--- src/rtl/bounded_queue_sorted_dump_macros.svh ---
// Assertion helpers for the queue RTL (used by the top-level queue module).
// Both expect clk and rst_n in the calling scope.
`ifndef BOUNDED_QUEUE_SORTED_DUMP_MACROS_SVH
`define BOUNDED_QUEUE_SORTED_DUMP_MACROS_SVH

// Same-cycle implication.
`define BQSD_ASSERT_IMP(lbl, ante, cons, msg) \
    lbl: assert property (@(posedge clk) disable iff (!rst_n) (ante) |-> (cons)) \
        else $error(msg);

// Next-cycle implication.
`define BQSD_ASSERT_NXT(lbl, ante, cons, msg) \
    lbl: assert property (@(posedge clk) disable iff (!rst_n) (ante) |=> (cons)) \
        else $error(msg);

`endif

--- src/rtl/bqsd_pkg.sv ---
package bqsd_pkg;

    localparam int KEY_W  = 32;
    localparam int RANK_W = 3;
    localparam int OCC_W  = 4;

    typedef enum logic [1:0] {
        REQ_ENQ  = 2'd0,
        REQ_DEQ  = 2'd1,
        REQ_CLR  = 2'd2,
        REQ_VIEW = 2'd3
    } req_t;

    typedef enum logic [1:0] {
        ST_OK    = 2'd0,
        ST_FULL  = 2'd1,
        ST_EMPTY = 2'd2
    } status_t;

    // controller -> datapath
    typedef struct packed {
        logic accept;   // request word taken this cycle
        logic scan;     // sort scan in progress
        logic deq_put;  // publish dequeued key
        logic emit;     // publish current minimum of the scan
    } cmd_t;

    // datapath -> controller
    typedef struct packed {
        logic out_busy;
        logic view_go;
        logic deq_go;
        logic scan_done;
        logic last_rank;
    } sts_t;

endpackage

--- src/rtl/bqsd_req_if.sv ---
interface bqsd_req_if;
    logic                                valid;
    logic                                ready;
    logic [1:0]                          req_type;
    logic signed [bqsd_pkg::KEY_W-1:0]   entry_key;

    modport source (output valid, output req_type, output entry_key, input ready);
    modport sink   (input valid, input req_type, input entry_key, output ready);
endinterface

--- src/rtl/bqsd_rsp_if.sv ---
interface bqsd_rsp_if;
    logic                                valid;
    logic                                ready;
    logic [1:0]                          status;
    logic signed [bqsd_pkg::KEY_W-1:0]   key_out;
    logic [bqsd_pkg::RANK_W-1:0]         rank;
    logic [bqsd_pkg::OCC_W-1:0]          occupancy;
    logic                                last;

    modport source (output valid, output status, output key_out, output rank,
                    output occupancy, output last, input ready);
    modport sink   (input valid, input status, input key_out, input rank,
                    input occupancy, input last, output ready);
endinterface

--- src/rtl/bqsd_ctrl.sv ---
module bqsd_ctrl (
    input  logic             clk,
    input  logic             rst_n,
    input  logic             in_valid,
    output logic             in_ready,
    input  bqsd_pkg::sts_t   sts,
    output bqsd_pkg::cmd_t   cmd
);

    typedef enum logic [2:0] {
        S_IDLE = 3'b001,
        S_SCAN = 3'b010,
        S_DEQ  = 3'b100
    } state_t;

    state_t state_reg;
    state_t state_next;

    assign in_ready    = (state_reg == S_IDLE) && !sts.out_busy;
    assign cmd.accept  = in_valid && in_ready;
    assign cmd.scan    = (state_reg == S_SCAN);
    assign cmd.emit    = (state_reg == S_SCAN) && sts.scan_done && !sts.out_busy;
    assign cmd.deq_put = (state_reg == S_DEQ);

    always_comb
    begin
        state_next = state_reg;
        case (state_reg)
            S_IDLE:
            begin
                if (cmd.accept && sts.view_go)
                    state_next = S_SCAN;
                else if (cmd.accept && sts.deq_go)
                    state_next = S_DEQ;
            end
            S_SCAN:
            begin
                if (cmd.emit && sts.last_rank)
                    state_next = S_IDLE;
            end
            S_DEQ:
            begin
                state_next = S_IDLE;
            end
            default:
            begin
                state_next = S_IDLE;
            end
        endcase
    end

    always_ff @(posedge clk or negedge rst_n)
    begin
        if (!rst_n)
            state_reg <= S_IDLE;
        else
            state_reg <= state_next;
    end

endmodule

--- src/rtl/bqsd_datapath.sv ---
module bqsd_datapath #(
    parameter int DEPTH = 8
) (
    input  logic                                clk,
    input  logic                                rst_n,
    input  bqsd_pkg::cmd_t                      cmd,
    output bqsd_pkg::sts_t                      sts,
    input  logic [1:0]                          req_type,
    input  logic signed [bqsd_pkg::KEY_W-1:0]   entry_key,
    output logic                                out_valid,
    input  logic                                out_ready,
    output logic [1:0]                          status,
    output logic signed [bqsd_pkg::KEY_W-1:0]   key_out,
    output logic [bqsd_pkg::RANK_W-1:0]         rank,
    output logic [bqsd_pkg::OCC_W-1:0]          occupancy,
    output logic                                last
);

    localparam int IW = (DEPTH > 1) ? $clog2(DEPTH) : 1;
    localparam int CW = $clog2(DEPTH + 1);
    localparam int SW = IW + 2;
    localparam int KW = bqsd_pkg::KEY_W;
    localparam logic [CW-1:0] DEPTH_C = CW'(DEPTH);
    localparam logic [SW-1:0] DEPTH_S = SW'(DEPTH);
    localparam logic [KW-1:0] KEY_BIAS = {1'b1, {(KW - 1){1'b0}}};

    logic [KW-1:0] mem [DEPTH];

    logic [IW-1:0] rd_ptr_reg, rd_ptr_next;
    logic [CW-1:0] count_reg, count_next;
    logic [CW-1:0] ise_reg, ise_next;

    logic [CW-1:0] issue_reg;
    logic [KW-1:0] rd_data_reg;
    logic [IW-1:0] rd_pos_reg;
    logic          rd_vld_reg;
    logic [KW-1:0] best_key_reg;
    logic [IW-1:0] best_pos_reg;
    logic          best_vld_reg;
    logic [KW-1:0] prev_key_reg;
    logic [IW-1:0] prev_pos_reg;
    logic [IW-1:0] rank_reg;

    logic                 out_valid_reg;
    bqsd_pkg::status_t    out_status_reg;
    logic [KW-1:0]        out_key_reg;
    logic [bqsd_pkg::RANK_W-1:0] out_rank_reg;
    logic [bqsd_pkg::OCC_W-1:0]  out_occ_reg;
    logic                 out_last_reg;

    logic          is_full, is_empty;
    logic [SW-1:0] wr_sum, scan_sum, inc_sum;
    logic [IW-1:0] wr_addr, scan_addr, ptr_inc, rd_addr;
    logic          mem_we, issuing, simple_load, load;
    logic [KW-1:0] cand_b, prev_b, best_b;
    logic          eligible, better, take;
    logic [31:0]   rank_ext, occ_ext;
    bqsd_pkg::status_t simple_status;

    assign is_full  = (ise_reg >= DEPTH_C);
    assign is_empty = (count_reg == '0);

    // circular addressing, sums stay below twice the depth
    assign wr_sum    = SW'(rd_ptr_reg) + SW'(count_reg);
    assign wr_addr   = (wr_sum >= DEPTH_S) ? IW'(wr_sum - DEPTH_S) : IW'(wr_sum);
    assign scan_sum  = SW'(rd_ptr_reg) + SW'(issue_reg);
    assign scan_addr = (scan_sum >= DEPTH_S) ? IW'(scan_sum - DEPTH_S) : IW'(scan_sum);
    assign inc_sum   = SW'(rd_ptr_reg) + SW'(1);
    assign ptr_inc   = (inc_sum == DEPTH_S) ? '0 : IW'(inc_sum);
    assign rd_addr   = cmd.scan ? scan_addr : rd_ptr_reg;

    assign mem_we  = cmd.accept && (req_type == bqsd_pkg::REQ_ENQ) && !is_full;
    assign issuing = cmd.scan && (issue_reg != count_reg);

    assign sts.out_busy  = out_valid_reg && !out_ready;
    assign sts.view_go   = (req_type == bqsd_pkg::REQ_VIEW) && !is_empty;
    assign sts.deq_go    = (req_type == bqsd_pkg::REQ_DEQ) && !is_empty;
    assign sts.scan_done = (issue_reg == count_reg) && !rd_vld_reg;
    assign sts.last_rank = ((CW'(rank_reg) + CW'(1)) == count_reg);

    // signed order via biased unsigned compare; ties go to arrival position
    assign cand_b   = rd_data_reg ^ KEY_BIAS;
    assign prev_b   = prev_key_reg ^ KEY_BIAS;
    assign best_b   = best_key_reg ^ KEY_BIAS;
    assign eligible = (rank_reg == '0) || (cand_b > prev_b) ||
                      ((cand_b == prev_b) && (rd_pos_reg > prev_pos_reg));
    assign better   = !best_vld_reg || (cand_b < best_b);
    assign take     = rd_vld_reg && eligible && better;

    always_comb
    begin
        rd_ptr_next = rd_ptr_reg;
        count_next  = count_reg;
        ise_next    = ise_reg;
        if (cmd.accept)
        begin
            case (req_type)
                bqsd_pkg::REQ_ENQ:
                begin
                    if (!is_full)
                    begin
                        count_next = count_reg + CW'(1);
                        ise_next   = ise_reg + CW'(1);
                    end
                end
                bqsd_pkg::REQ_DEQ:
                begin
                    if (count_reg == CW'(1))
                    begin
                        rd_ptr_next = '0;
                        count_next  = '0;
                        ise_next    = '0;
                    end
                    else if (!is_empty)
                    begin
                        rd_ptr_next = ptr_inc;
                        count_next  = count_reg - CW'(1);
                    end
                end
                bqsd_pkg::REQ_CLR:
                begin
                    rd_ptr_next = '0;
                    count_next  = '0;
                    ise_next    = '0;
                end
                default:
                begin
                end
            endcase
        end
    end

    assign simple_load = cmd.accept && !sts.view_go && !sts.deq_go;
    assign load        = simple_load || cmd.deq_put || cmd.emit;
    assign rank_ext    = 32'(rank_reg);
    assign occ_ext     = 32'(count_next);

    always_comb
    begin
        case (req_type)
            bqsd_pkg::REQ_ENQ:  simple_status = is_full ? bqsd_pkg::ST_FULL : bqsd_pkg::ST_OK;
            bqsd_pkg::REQ_DEQ:  simple_status = bqsd_pkg::ST_EMPTY;
            bqsd_pkg::REQ_VIEW: simple_status = bqsd_pkg::ST_EMPTY;
            default:            simple_status = bqsd_pkg::ST_OK;
        endcase
    end

    // key storage, registered read
    always_ff @(posedge clk)
    begin
        if (mem_we)
            mem[wr_addr] <= entry_key;
        rd_data_reg <= mem[rd_addr];
    end

    always_ff @(posedge clk or negedge rst_n)
    begin
        if (!rst_n)
        begin
            rd_ptr_reg    <= '0;
            count_reg     <= '0;
            ise_reg       <= '0;
            issue_reg     <= '0;
            rd_vld_reg    <= 1'b0;
            best_vld_reg  <= 1'b0;
            rank_reg      <= '0;
            out_valid_reg <= 1'b0;
        end
        else
        begin
            rd_ptr_reg <= rd_ptr_next;
            count_reg  <= count_next;
            ise_reg    <= ise_next;

            if (cmd.accept && sts.view_go)
            begin
                issue_reg    <= '0;
                rd_vld_reg   <= 1'b0;
                best_vld_reg <= 1'b0;
                rank_reg     <= '0;
            end
            else if (cmd.emit)
            begin
                issue_reg    <= '0;
                rd_vld_reg   <= 1'b0;
                best_vld_reg <= 1'b0;
                rank_reg     <= rank_reg + IW'(1);
            end
            else
            begin
                rd_vld_reg <= issuing;
                if (issuing)
                    issue_reg <= issue_reg + CW'(1);
                if (take)
                    best_vld_reg <= 1'b1;
            end

            if (load)
                out_valid_reg <= 1'b1;
            else if (out_ready)
                out_valid_reg <= 1'b0;
        end
    end

    always_ff @(posedge clk)
    begin
        if (issuing)
            rd_pos_reg <= IW'(issue_reg);
        if (take)
        begin
            best_key_reg <= rd_data_reg;
            best_pos_reg <= rd_pos_reg;
        end
        if (cmd.emit)
        begin
            prev_key_reg <= best_key_reg;
            prev_pos_reg <= best_pos_reg;
        end

        if (cmd.emit)
        begin
            out_status_reg <= bqsd_pkg::ST_OK;
            out_key_reg    <= best_key_reg;
            out_rank_reg   <= rank_ext[bqsd_pkg::RANK_W-1:0];
            out_occ_reg    <= occ_ext[bqsd_pkg::OCC_W-1:0];
            out_last_reg   <= sts.last_rank;
        end
        else if (cmd.deq_put)
        begin
            out_status_reg <= bqsd_pkg::ST_OK;
            out_key_reg    <= rd_data_reg;
            out_rank_reg   <= '0;
            out_occ_reg    <= occ_ext[bqsd_pkg::OCC_W-1:0];
            out_last_reg   <= 1'b1;
        end
        else if (simple_load)
        begin
            out_status_reg <= simple_status;
            out_key_reg    <= '0;
            out_rank_reg   <= '0;
            out_occ_reg    <= occ_ext[bqsd_pkg::OCC_W-1:0];
            out_last_reg   <= 1'b1;
        end
    end

    assign out_valid = out_valid_reg;
    assign status    = out_status_reg;
    assign key_out   = out_key_reg;
    assign rank      = out_rank_reg;
    assign occupancy = out_occ_reg;
    assign last      = out_last_reg;

endmodule

--- src/rtl/bounded_queue_sorted_dump.sv ---
// Enqueue, clear and empty requests: result word registered at the accepting edge.
// Dequeue: the key is read through the registered memory read port in the S_DEQ
// state, then the result word is registered. Sorted view of n keys: each rank
// re-scans all n entries through the single memory read port to find the next key in order.
// A new request is taken only in the idle state and while the result word is not stalled.
// Reset (rst_n, async low) empties the queue; key memory contents are not cleared.
`include "bounded_queue_sorted_dump_macros.svh"

module bounded_queue_sorted_dump #(
    parameter int DEPTH = 8
) (
    input  logic         clk,
    input  logic         rst_n,
    bqsd_req_if.sink     req,
    bqsd_rsp_if.source   rsp
);

    // Command and status between sequencer and datapath
    bqsd_pkg::cmd_t cmd;
    bqsd_pkg::sts_t sts;

    // Result word held back by the receiver; non-empty dequeue taken
    logic out_stall;
    logic deq_start;

    // Sequencer: idle / sort scan / dequeue publish
    bqsd_ctrl u_ctrl (
        .clk      (clk),
        .rst_n    (rst_n),
        .in_valid (req.valid),
        .in_ready (req.ready),
        .sts      (sts),
        .cmd      (cmd)
    );

    // Datapath: key memory, pointers, occupancy, selection scan, result word
    bqsd_datapath #(
        .DEPTH (DEPTH)
    ) u_datapath (
        .clk       (clk),
        .rst_n     (rst_n),
        .cmd       (cmd),
        .sts       (sts),
        .req_type  (req.req_type),
        .entry_key (req.entry_key),
        .out_valid (rsp.valid),
        .out_ready (rsp.ready),
        .status    (rsp.status),
        .key_out   (rsp.key_out),
        .rank      (rsp.rank),
        .occupancy (rsp.occupancy),
        .last      (rsp.last)
    );

    assign out_stall = rsp.valid && !rsp.ready;
    assign deq_start = cmd.accept && sts.deq_go;

    // A request word is only taken when the result register can accept its answer
    `BQSD_ASSERT_IMP(a_accept_free, cmd.accept, !out_stall, "accept under output stall")
    // Each scan emit shows up as a result word
    `BQSD_ASSERT_NXT(a_emit_loads, cmd.emit, rsp.valid, "emit did not load result")
    // Non-empty dequeue: memory read cycle, then the result word
    `BQSD_ASSERT_NXT(a_deq_timing, deq_start, !rsp.valid ##1 rsp.valid, "dequeue result timing")

endmodule

--- src/flat_wrapper.sv ---
// flat-port wrapper written by rule: the top's interface ports become plain ports
module bounded_queue_sorted_dump_flat 
#(
    parameter int DEPTH = 8
)
  (clk, rst_n, req_valid, req_req_type, req_entry_key, req_ready, rsp_valid, rsp_status, rsp_key_out, rsp_rank, rsp_occupancy, rsp_last, rsp_ready);
  bqsd_req_if req_i ();
  bqsd_rsp_if rsp_i ();
  input  logic clk;
  input  logic rst_n;
  input wire logic [$bits(req_i.valid)-1:0] req_valid;
  input wire logic [$bits(req_i.req_type)-1:0] req_req_type;
  input wire logic [$bits(req_i.entry_key)-1:0] req_entry_key;
  output wire logic [$bits(req_i.ready)-1:0] req_ready;
  output wire logic [$bits(rsp_i.valid)-1:0] rsp_valid;
  output wire logic [$bits(rsp_i.status)-1:0] rsp_status;
  output wire logic [$bits(rsp_i.key_out)-1:0] rsp_key_out;
  output wire logic [$bits(rsp_i.rank)-1:0] rsp_rank;
  output wire logic [$bits(rsp_i.occupancy)-1:0] rsp_occupancy;
  output wire logic [$bits(rsp_i.last)-1:0] rsp_last;
  input wire logic [$bits(rsp_i.ready)-1:0] rsp_ready;
  assign req_i.valid = req_valid;
  assign req_i.req_type = req_req_type;
  assign req_i.entry_key = req_entry_key;
  assign req_ready = req_i.ready;
  assign rsp_valid = rsp_i.valid;
  assign rsp_status = rsp_i.status;
  assign rsp_key_out = rsp_i.key_out;
  assign rsp_rank = rsp_i.rank;
  assign rsp_occupancy = rsp_i.occupancy;
  assign rsp_last = rsp_i.last;
  assign rsp_i.ready = rsp_ready;
  bounded_queue_sorted_dump #(.DEPTH(DEPTH)) u_core (.clk(clk), .rst_n(rst_n), .req(req_i), .rsp(rsp_i));
endmodule
--- config.mk ---
export PLATFORM = sky130hd
export DESIGN_NAME = bounded_queue_sorted_dump_flat
export DESIGN_NICKNAME = d
export VERILOG_FILES = /design/src/rtl/bqsd_pkg.sv /design/src/rtl/bqsd_req_if.sv /design/src/rtl/bqsd_rsp_if.sv /design/src/rtl/bqsd_ctrl.sv /design/src/rtl/bqsd_datapath.sv /design/src/rtl/bounded_queue_sorted_dump.sv /design/src/flat_wrapper.sv
export VERILOG_INCLUDE_DIRS = /design/src /design/src/rtl
export SDC_FILE = /design/constraint.sdc
export NUM_CORES = 1
export LEC_CHECK = 0
export ABC_AREA = 1
export BUFFER_PORTS_ARGS = -buffer_cell sky130_fd_sc_hd__buf_2
export CAP_MARGIN = 5
export CORE_MARGIN = 2
export CORE_UTILIZATION = 45
export CTS_CLUSTER_DIAMETER = 30
export CTS_CLUSTER_SIZE = 16
export DETAILED_ROUTE_END_ITERATION = 7
export PLACE_DENSITY = 0.57
export SETUP_SLACK_MARGIN = 0.5
export SYNTH_ARGS = -nofsm -noshare
export SYNTH_HDL_FRONTEND = slang
export SYNTH_SLANG_ARGS = --single-unit
export TNS_END_PERCENT = 5
--- constraint.sdc ---
create_clock -name clk -period 9.2 [get_ports clk]
set_input_delay 0.92 -clock clk [delete_from_list [all_inputs] [get_ports clk]]
set_output_delay 0.92 -clock clk [all_outputs]
set_load 0.02 [all_outputs]
== Word level (Yosys, flattened, before mapping) ==
Memories as Yosys holds them, arrays and structs flattened. A register that Yosys moved wholly into a read port is not among the register bits.
Index checks and enable logic that the tools add are counted.
W data, S select, Z words.
Operators by class
  order comparisons: 6
  eq/ne operators: 17
  add/subtract/negate cells: 11
  mux-type cells: 47
  bitwise gates (word level): 3
  reductions and logical operators: 47
Operator list (count)
  $mux W32: 3
  $mux W4: 12
  $mux W3: 14
  $eq A32 B32 Y1: 1
  $gt A32 B32 Y1: 1
  $lt A32 B32 Y1: 1
  $pmux W4 S3: 2
  $logic_and A1 B1 Y1: 19
  $mux W1: 13
  $add A4 B1 Y4 const B: 3
  $pmux W3 S2: 2
  $reduce_bool A3 Y1: 4
  $add A3 B4 Y5: 2
  $ge A5 B4 Y1 const B: 2
  $add A3 B1 Y4 const B: 2
  $eq A4 B4 Y1: 2
  $logic_not A1 Y1: 8
  $reduce_bool A2 Y1: 3
  $sub A3 B1 Y3 const B: 2
  $logic_or A1 B1 Y1: 5
  $eq A2 B2 Y1 const B: 2
  $eq A4 B1 Y1 const B: 1
  $eq A4 B4 Y1 const B: 1
  $ge A4 B4 Y1 const B: 1
  21 further kinds: 25
Storage, ports and cells
  word-level logic and storage cells: 151
  memories: 1
  bits in writable memories: 256
  register bits: 139
  output and inout port bits: 44
Memory list
  u_core.u_datapath.mem: depth 8, width 32, rd ports 1, clocked after memory_dff 1, wr ports 1, line bqsd_datapath.sv:27  | logic [KW-1:0] mem [DEPTH];

== Depth between registers and ports, before layout ==
  depth after elaboration: 10
  mapped depth: 17
  mapped depth without buffers: 17

== Cells and area by module ==
From an unflattened synthesis, not the netlist that was laid out.
Unflattened totals
  cells, all modules: 1473
  area total of the unflattened synthesis: 17855.9 sq um
By module, submodules not included
  bqsd_datapath: seq. area each 12286.8 sq um, cells each 1442, instances 1, area an instance 17646.9 sq um
  bqsd_ctrl: seq. area each 76.3 sq um, cells each 31, instances 1, area an instance 209.0 sq um

== Least setup slack after synthesis ==
No wires, ideal clock.
  path kind: register to register
  from: register u_core.u_datapath.rd_data_reg[31], read port of u_core.u_datapath.mem
  to: register u_core.u_datapath.best_key_reg[0] (enable)
  slack: 5634 ps
  data arrival time: 3127 ps
  cell stages (with the launch flop): 13
  setup time: 439 ps
  path buffers: 0
  period minus slack after synthesis: 3566 ps
  cells stage by stage: dfxtp_1 > inv_1 > ha_1 > nand2_1 > nor2_1 > nand2_1 > nor2_1 > nand2_1 > o21ai_0 > inv_1 > nand2_1 > nand2_1 > a21oi_1
On the way
  longest elaborated chain between the ends: 6
  elaborated cells on any way between the ends: 10
  those cells by class: 2 x order compare; 1 x eq/ne; 1 x bitwise; 6 x reduce/logical
RTL lines
  from (decl): line bqsd_datapath.sv:34  | logic [KW-1:0] rd_data_reg;
  $not A1 Y1 (no line) (*)
  $gt A32 B32 Y1 or $eq A32 B32 Y1 (tied branches): line bqsd_datapath.sv:85, bqsd_datapath.sv:86
  $logic_or A1 B1 Y1 or $logic_and A1 B1 Y1 (tied branches): line bqsd_datapath.sv:85, bqsd_datapath.sv:86
  $logic_or A1 B1 Y1: line bqsd_datapath.sv:85  | assign eligible = (rank_reg == '0) || (cand_b > prev_b) ||
  $logic_and A1 B1 Y1: line bqsd_datapath.sv:88  | assign take = rd_vld_reg && eligible && better;
  $logic_and A1 B1 Y1 (*): line bqsd_datapath.sv:88
  net u_core.u_datapath.take: line bqsd_datapath.sv:56  | logic eligible, better, take;
  to (signal assigned): line bqsd_datapath.sv:211  | best_key_reg <= rd_data_reg;
  to (decl): line bqsd_datapath.sv:37  | logic [KW-1:0] best_key_reg;
The timed path passes the listed nets; every way through them passes the cells marked *.
A chain may end at the register's enable or synchronous reset.

== Final worst setup path ==
  from: register u_core.u_datapath.issue_reg[0]
  to: register u_core.u_datapath.rd_data_reg[7], read port of u_core.u_datapath.mem
On the way
  longest elaborated chain between the ends: 4
  elaborated cells on any way between the ends: 5
  those cells by class: 2 x add/sub; 1 x order compare; 2 x mux
RTL lines
  from (decl): line bqsd_datapath.sv:33  | logic [CW-1:0] issue_reg;
  from (signal assigned): line bqsd_datapath.sv:193  | issue_reg <= issue_reg + CW'(1);
  $add A3 B4 Y5 (*): line bqsd_datapath.sv:66  | assign scan_sum = SW'(rd_ptr_reg) + SW'(issue_reg);
  $ge A5 B4 Y1 or $sub A3 B1 Y3 (tied branches): line bqsd_datapath.sv:67  | assign scan_addr = (scan_sum >= DEPTH_S) ? IW'(scan_sum - DEPTH_S) : IW'(scan_sum);
  $mux W3 (*): line bqsd_datapath.sv:67
  $mux W3 (*): line bqsd_datapath.sv:70  | assign rd_addr = cmd.scan ? scan_addr : rd_ptr_reg;
Every way passes the cells marked *; elsewhere a longest branch is shown, timed or not.

==> impl_summary.log <==
[metrics] count of flip-flops with a built-in enable after synthesis: 369
[metrics] global-route wire length before repair: 61200 um
[metrics] Wirelength per Cell: ~18 um
[metrics] Data required, critical path: 9.67 ns
[metrics] proportion of synthesized chip area in sequential cells: a little over two thirds
[metrics] overflow left after global routing: 0
[metrics] Post-DP HPWL: 21800 um
[metrics] reg2reg start: u_core.u_datapath.issue_reg[0]
[metrics] final WL: about 39000 um
[metrics] Placement Cell Area: 0.0188 mm2
[metrics] leading register cell type out of synthesis: sky130_fd_sc_hd__edfxtp_1
[metrics] count of endpoints failing setup in the final report: 0
[metrics] post-DR vias/cell: 5.15
[metrics] Clk network pwr share: a little over two fifths
[metrics] clock tree from TritonCTS: done
[metrics] HP Class: in -> async
[metrics] worst slack on hold paths: between 0.3 and 0.4 ns
[metrics] Vias: about 11000
[metrics] peak ir drop on the vdd network: 254 uV
[metrics] cell internal pwr: 5.34 mW
[metrics] number of synthesized register bits: ~430
[metrics] headroom to the max-slew limit: 27.6%
[metrics] Net Sw Frac: 31.6%
[metrics] number of flip-flops under the largest register name: 256
[metrics] leak pwr: 8.53 nW
[metrics] Final Critical Period: 3.15 ns
[metrics] PwrDens: 354 mW/mm2
[metrics] total DRC errors in the routed layout: 0
[metrics] Post-Synthesis Mean Instance Area: 12.6 um2
[metrics] Worst Setup Start Kind: flip-flop
[metrics] number of cells in the finished layout apart from fillers: 2150
[metrics] number of placed instances with taps included: 1978
[metrics] number of I/O port buffers: 81
[metrics] final-report max-slew violation count: 0
[metrics] number of antenna violations at the first check in global routing: 7
[metrics] sinks on the clock net: around 430
[metrics] hold_buf cts: 0
[metrics] worst setup path startpoint: u_core.u_datapath.issue_reg[0]
[metrics] part of the power in combinational logic: about a quarter
[metrics] result of the run: finished, final reports clean
[metrics] GRT Resource Usage Total: roughly a fifth
[metrics] number of nets in the synthesized netlist: 1537
[metrics] share of async-settable or async-resettable flops after synthesis: 5.62%
[metrics] critical path data arrival time: 3.62 ns
[metrics] maxcap violations: 0
[metrics] floorplan row count: 72
[metrics] Area growth, synth to finish: 23.8%
[metrics] clock root buffer: sky130_fd_sc_hd__clkbuf_16
[metrics] source-to-sink clock delay at the later pin of the worst-skew pair: 0.61 ns
[metrics] reported net switching power: 2.46 mW
[metrics] number of synthesis warnings: 0
[metrics] starting density of the core: 45.8%
[metrics] cell count after synthesis: 1416
[metrics] ratio of cells with drive above 1 in the final layout: 18.8%
[metrics] post-cts repair resize count: 0
[metrics] Die Wd: 203 um
[metrics] Final Hold Violating Endpoints: 0
[metrics] power share of the sequential group: 33.9%
[metrics] top-level port count: 82
[metrics] highest clock frequency the design can meet: ~0.32 GHz
[metrics] routability cong.: 0.765
[metrics] Core Box Area: 0.0388 mm2
[metrics] buffer count from post-CTS setup fixing: 0
[metrics] Tightest Pin Transition: roughly 1.1 ns
[metrics] first-pass iteration count of the detailed router: 5
[metrics] number of DRC markers after the initial detailed-route iteration: 752
[metrics] cell area after technology mapping: about 0.018 mm2
[metrics] Layout Cell Area excl Fill: 0.0220 mm2
[metrics] number of buffers added by the clock tree synthesis step: between 80 and 90
[metrics] # H-tree levels: 3
[metrics] height of the chip: just over 200 um
[metrics] category of the critical setup timing path: reg -> reg
[metrics] unrepaired setup endpoints after global routing: no
[metrics] pin count of the biggest net entering global routing: 99
[metrics] final total power: 7.80 mW
[metrics] count of distinct cell types in the synthesized netlist: 38
[metrics] Setup Total Neg Slack: 0 ns
[metrics] maximum number of buffers from clock root to sink: 3
[metrics] CP Capture Type: flip-flop
[metrics] final critical-path share of the clock period: 34.2%
[metrics] register name with the most flops: u_core.u_datapath.mem
[metrics] clock slew seen by the registers of the worst setup and hold paths: roughly 0.050 ns
[metrics] via count of the first global-routing pass: 11300
[metrics] total die area: between 0.04 and 0.05 mm2
[metrics] antenna-violating nets left: 0
[metrics] Final #Nets: 1672
[metrics] worst clock skew: approximately 0.025 ns
[metrics] worst-path maximum fanout: 65
==> layer usage <==
layer | part of all wire [%] | vias up | track usage, %
met2 | 46 | 255 | 30.3
met4 | 2.0 | 8 | 6.78
met3 | 5.6 | 72 | 4.46
met5 | 0.12 | - | 0
met1 | 47 | 5354 | 26.2
li1 | - | 5380 | -
==> path summary, 6_finish.rpt <==
path	end	slack, ns	cells after the start
worst min register to register	u_core.u_datapath.prev_pos_reg[2]	0.41	0
max in group asynchronous	u_core.u_ctrl.state_reg[2]	8.47	1
worst min-delay path	u_core.u_datapath.count_reg[0]	0.32	1
worst max register to register	u_core.u_datapath.rd_data_reg[7]	6.05	9
min in group clk	u_core.u_datapath.prev_pos_reg[2]	0.41	0
worst max-delay path	u_core.u_datapath.rd_data_reg[7]	6.05	9
==> cells in the mapped netlist (all sizes together), types with 2 or more instances <==
cell      n  area (um2)
xor2     11        96.3
xnor2     3        26.3
inv     122         458
a21oi    44         220
nand4     8        50.1
ha       81        1010
mux2     32         360
a211oi    2        15.0
dfrtp    23         576
o21ai   157         786
clkbuf   17        65.1
o22ai    66         413
o21a      2        15.0
nor2    176         673
buf      38         209
fa        2        40.0
edfxtp  369       11100
dfxtp    34         681
nand2   164         623
nor3      9        45.0
nand3    48         245
==> placed cells by master, fill, tap and decap left out, types with 47 or more instances in the layout <==
cell                          n
sky130_fd_sc_hd__inv_1      113
sky130_fd_sc_hd__buf_2       81
sky130_fd_sc_hd__o21ai_1    110
sky130_fd_sc_hd__nand3_1     47
sky130_fd_sc_hd__nor2_1     164
sky130_fd_sc_hd__clkbuf_16   90
sky130_fd_sc_hd__o22ai_1     66
sky130_fd_sc_hd__ha_1        81
sky130_fd_sc_hd__edfxtp_1   369
sky130_fd_sc_hd__nand2_1    161
==> power groups by stage <==
stage                     clock [mW]  sequential, mW  combinational (mW)
after floorplan                    0            2.65                1.25
after global placement             0            2.67                1.79
after detailed placement           0            2.68                1.81
after CTS                       3.39            2.65                1.84
after global routing            3.49            2.67                2.06
final                           3.33            2.65                1.82
==> worst max-delay path: stages, from the launching register on <==
cell and delay (ns):
sky130_fd_sc_hd__dfrtp_1 0.47, sky130_fd_sc_hd__ha_1 0.23, sky130_fd_sc_hd__fa_1 0.48, sky130_fd_sc_hd__o21ai_4 0.15, sky130_fd_sc_hd__buf_4 0.64, sky130_fd_sc_hd__inv_2 0.04, sky130_fd_sc_hd__buf_4 0.39, sky130_fd_sc_hd__o21ai_1 0.18
sky130_fd_sc_hd__o22ai_1 0.12, sky130_fd_sc_hd__mux2_2 0.28
==> stage by stage <==
stage	worst slack (ns)	utilization, %
2_1_floorplan	5.63	-
3_3_place_gp	6.00	48.4
3_5_place_dp	5.94	48.4
4_1_cts	6.02	56.6
5_1_grt	5.75	56.7
6_report	6.05	56.7
==> kinds of logic (layout without fill, tap and decap cells) <==
logic type / count (synthesis) / after routing / synth area share (%)
flip-flops: 427 / 427 / 69.6
AND/OR/NAND/NOR: 407 / 407 / 9.29
AO/OA/AOI/OAI: 276 / 276 / 8.39
buffers and inverters: 177 / 389 / 4.12
adder cells (fa/ha/maj): 83 / 83 / 5.93
multiplexers: 32 / 32 / 2.03
XOR/XNOR: 14 / 14 / 0.690
other: 0 / 4 / 0
==> layout make-up <==
class / count / area [um2]
Clock inverter: 51 / 752
Timing Repair Buffer: 99 / 541
Sequential cell: 427 / 12400
Tap cell: 518 / 648
Antenna cell: 4 / 10.0
Clock buffer: 117 / 2440
Fill cell: 3152 / 16800
Inverter: 122 / 459
Multi-Input combinational cell: 812 / 4790
Power figures use the tool's default switching activity.
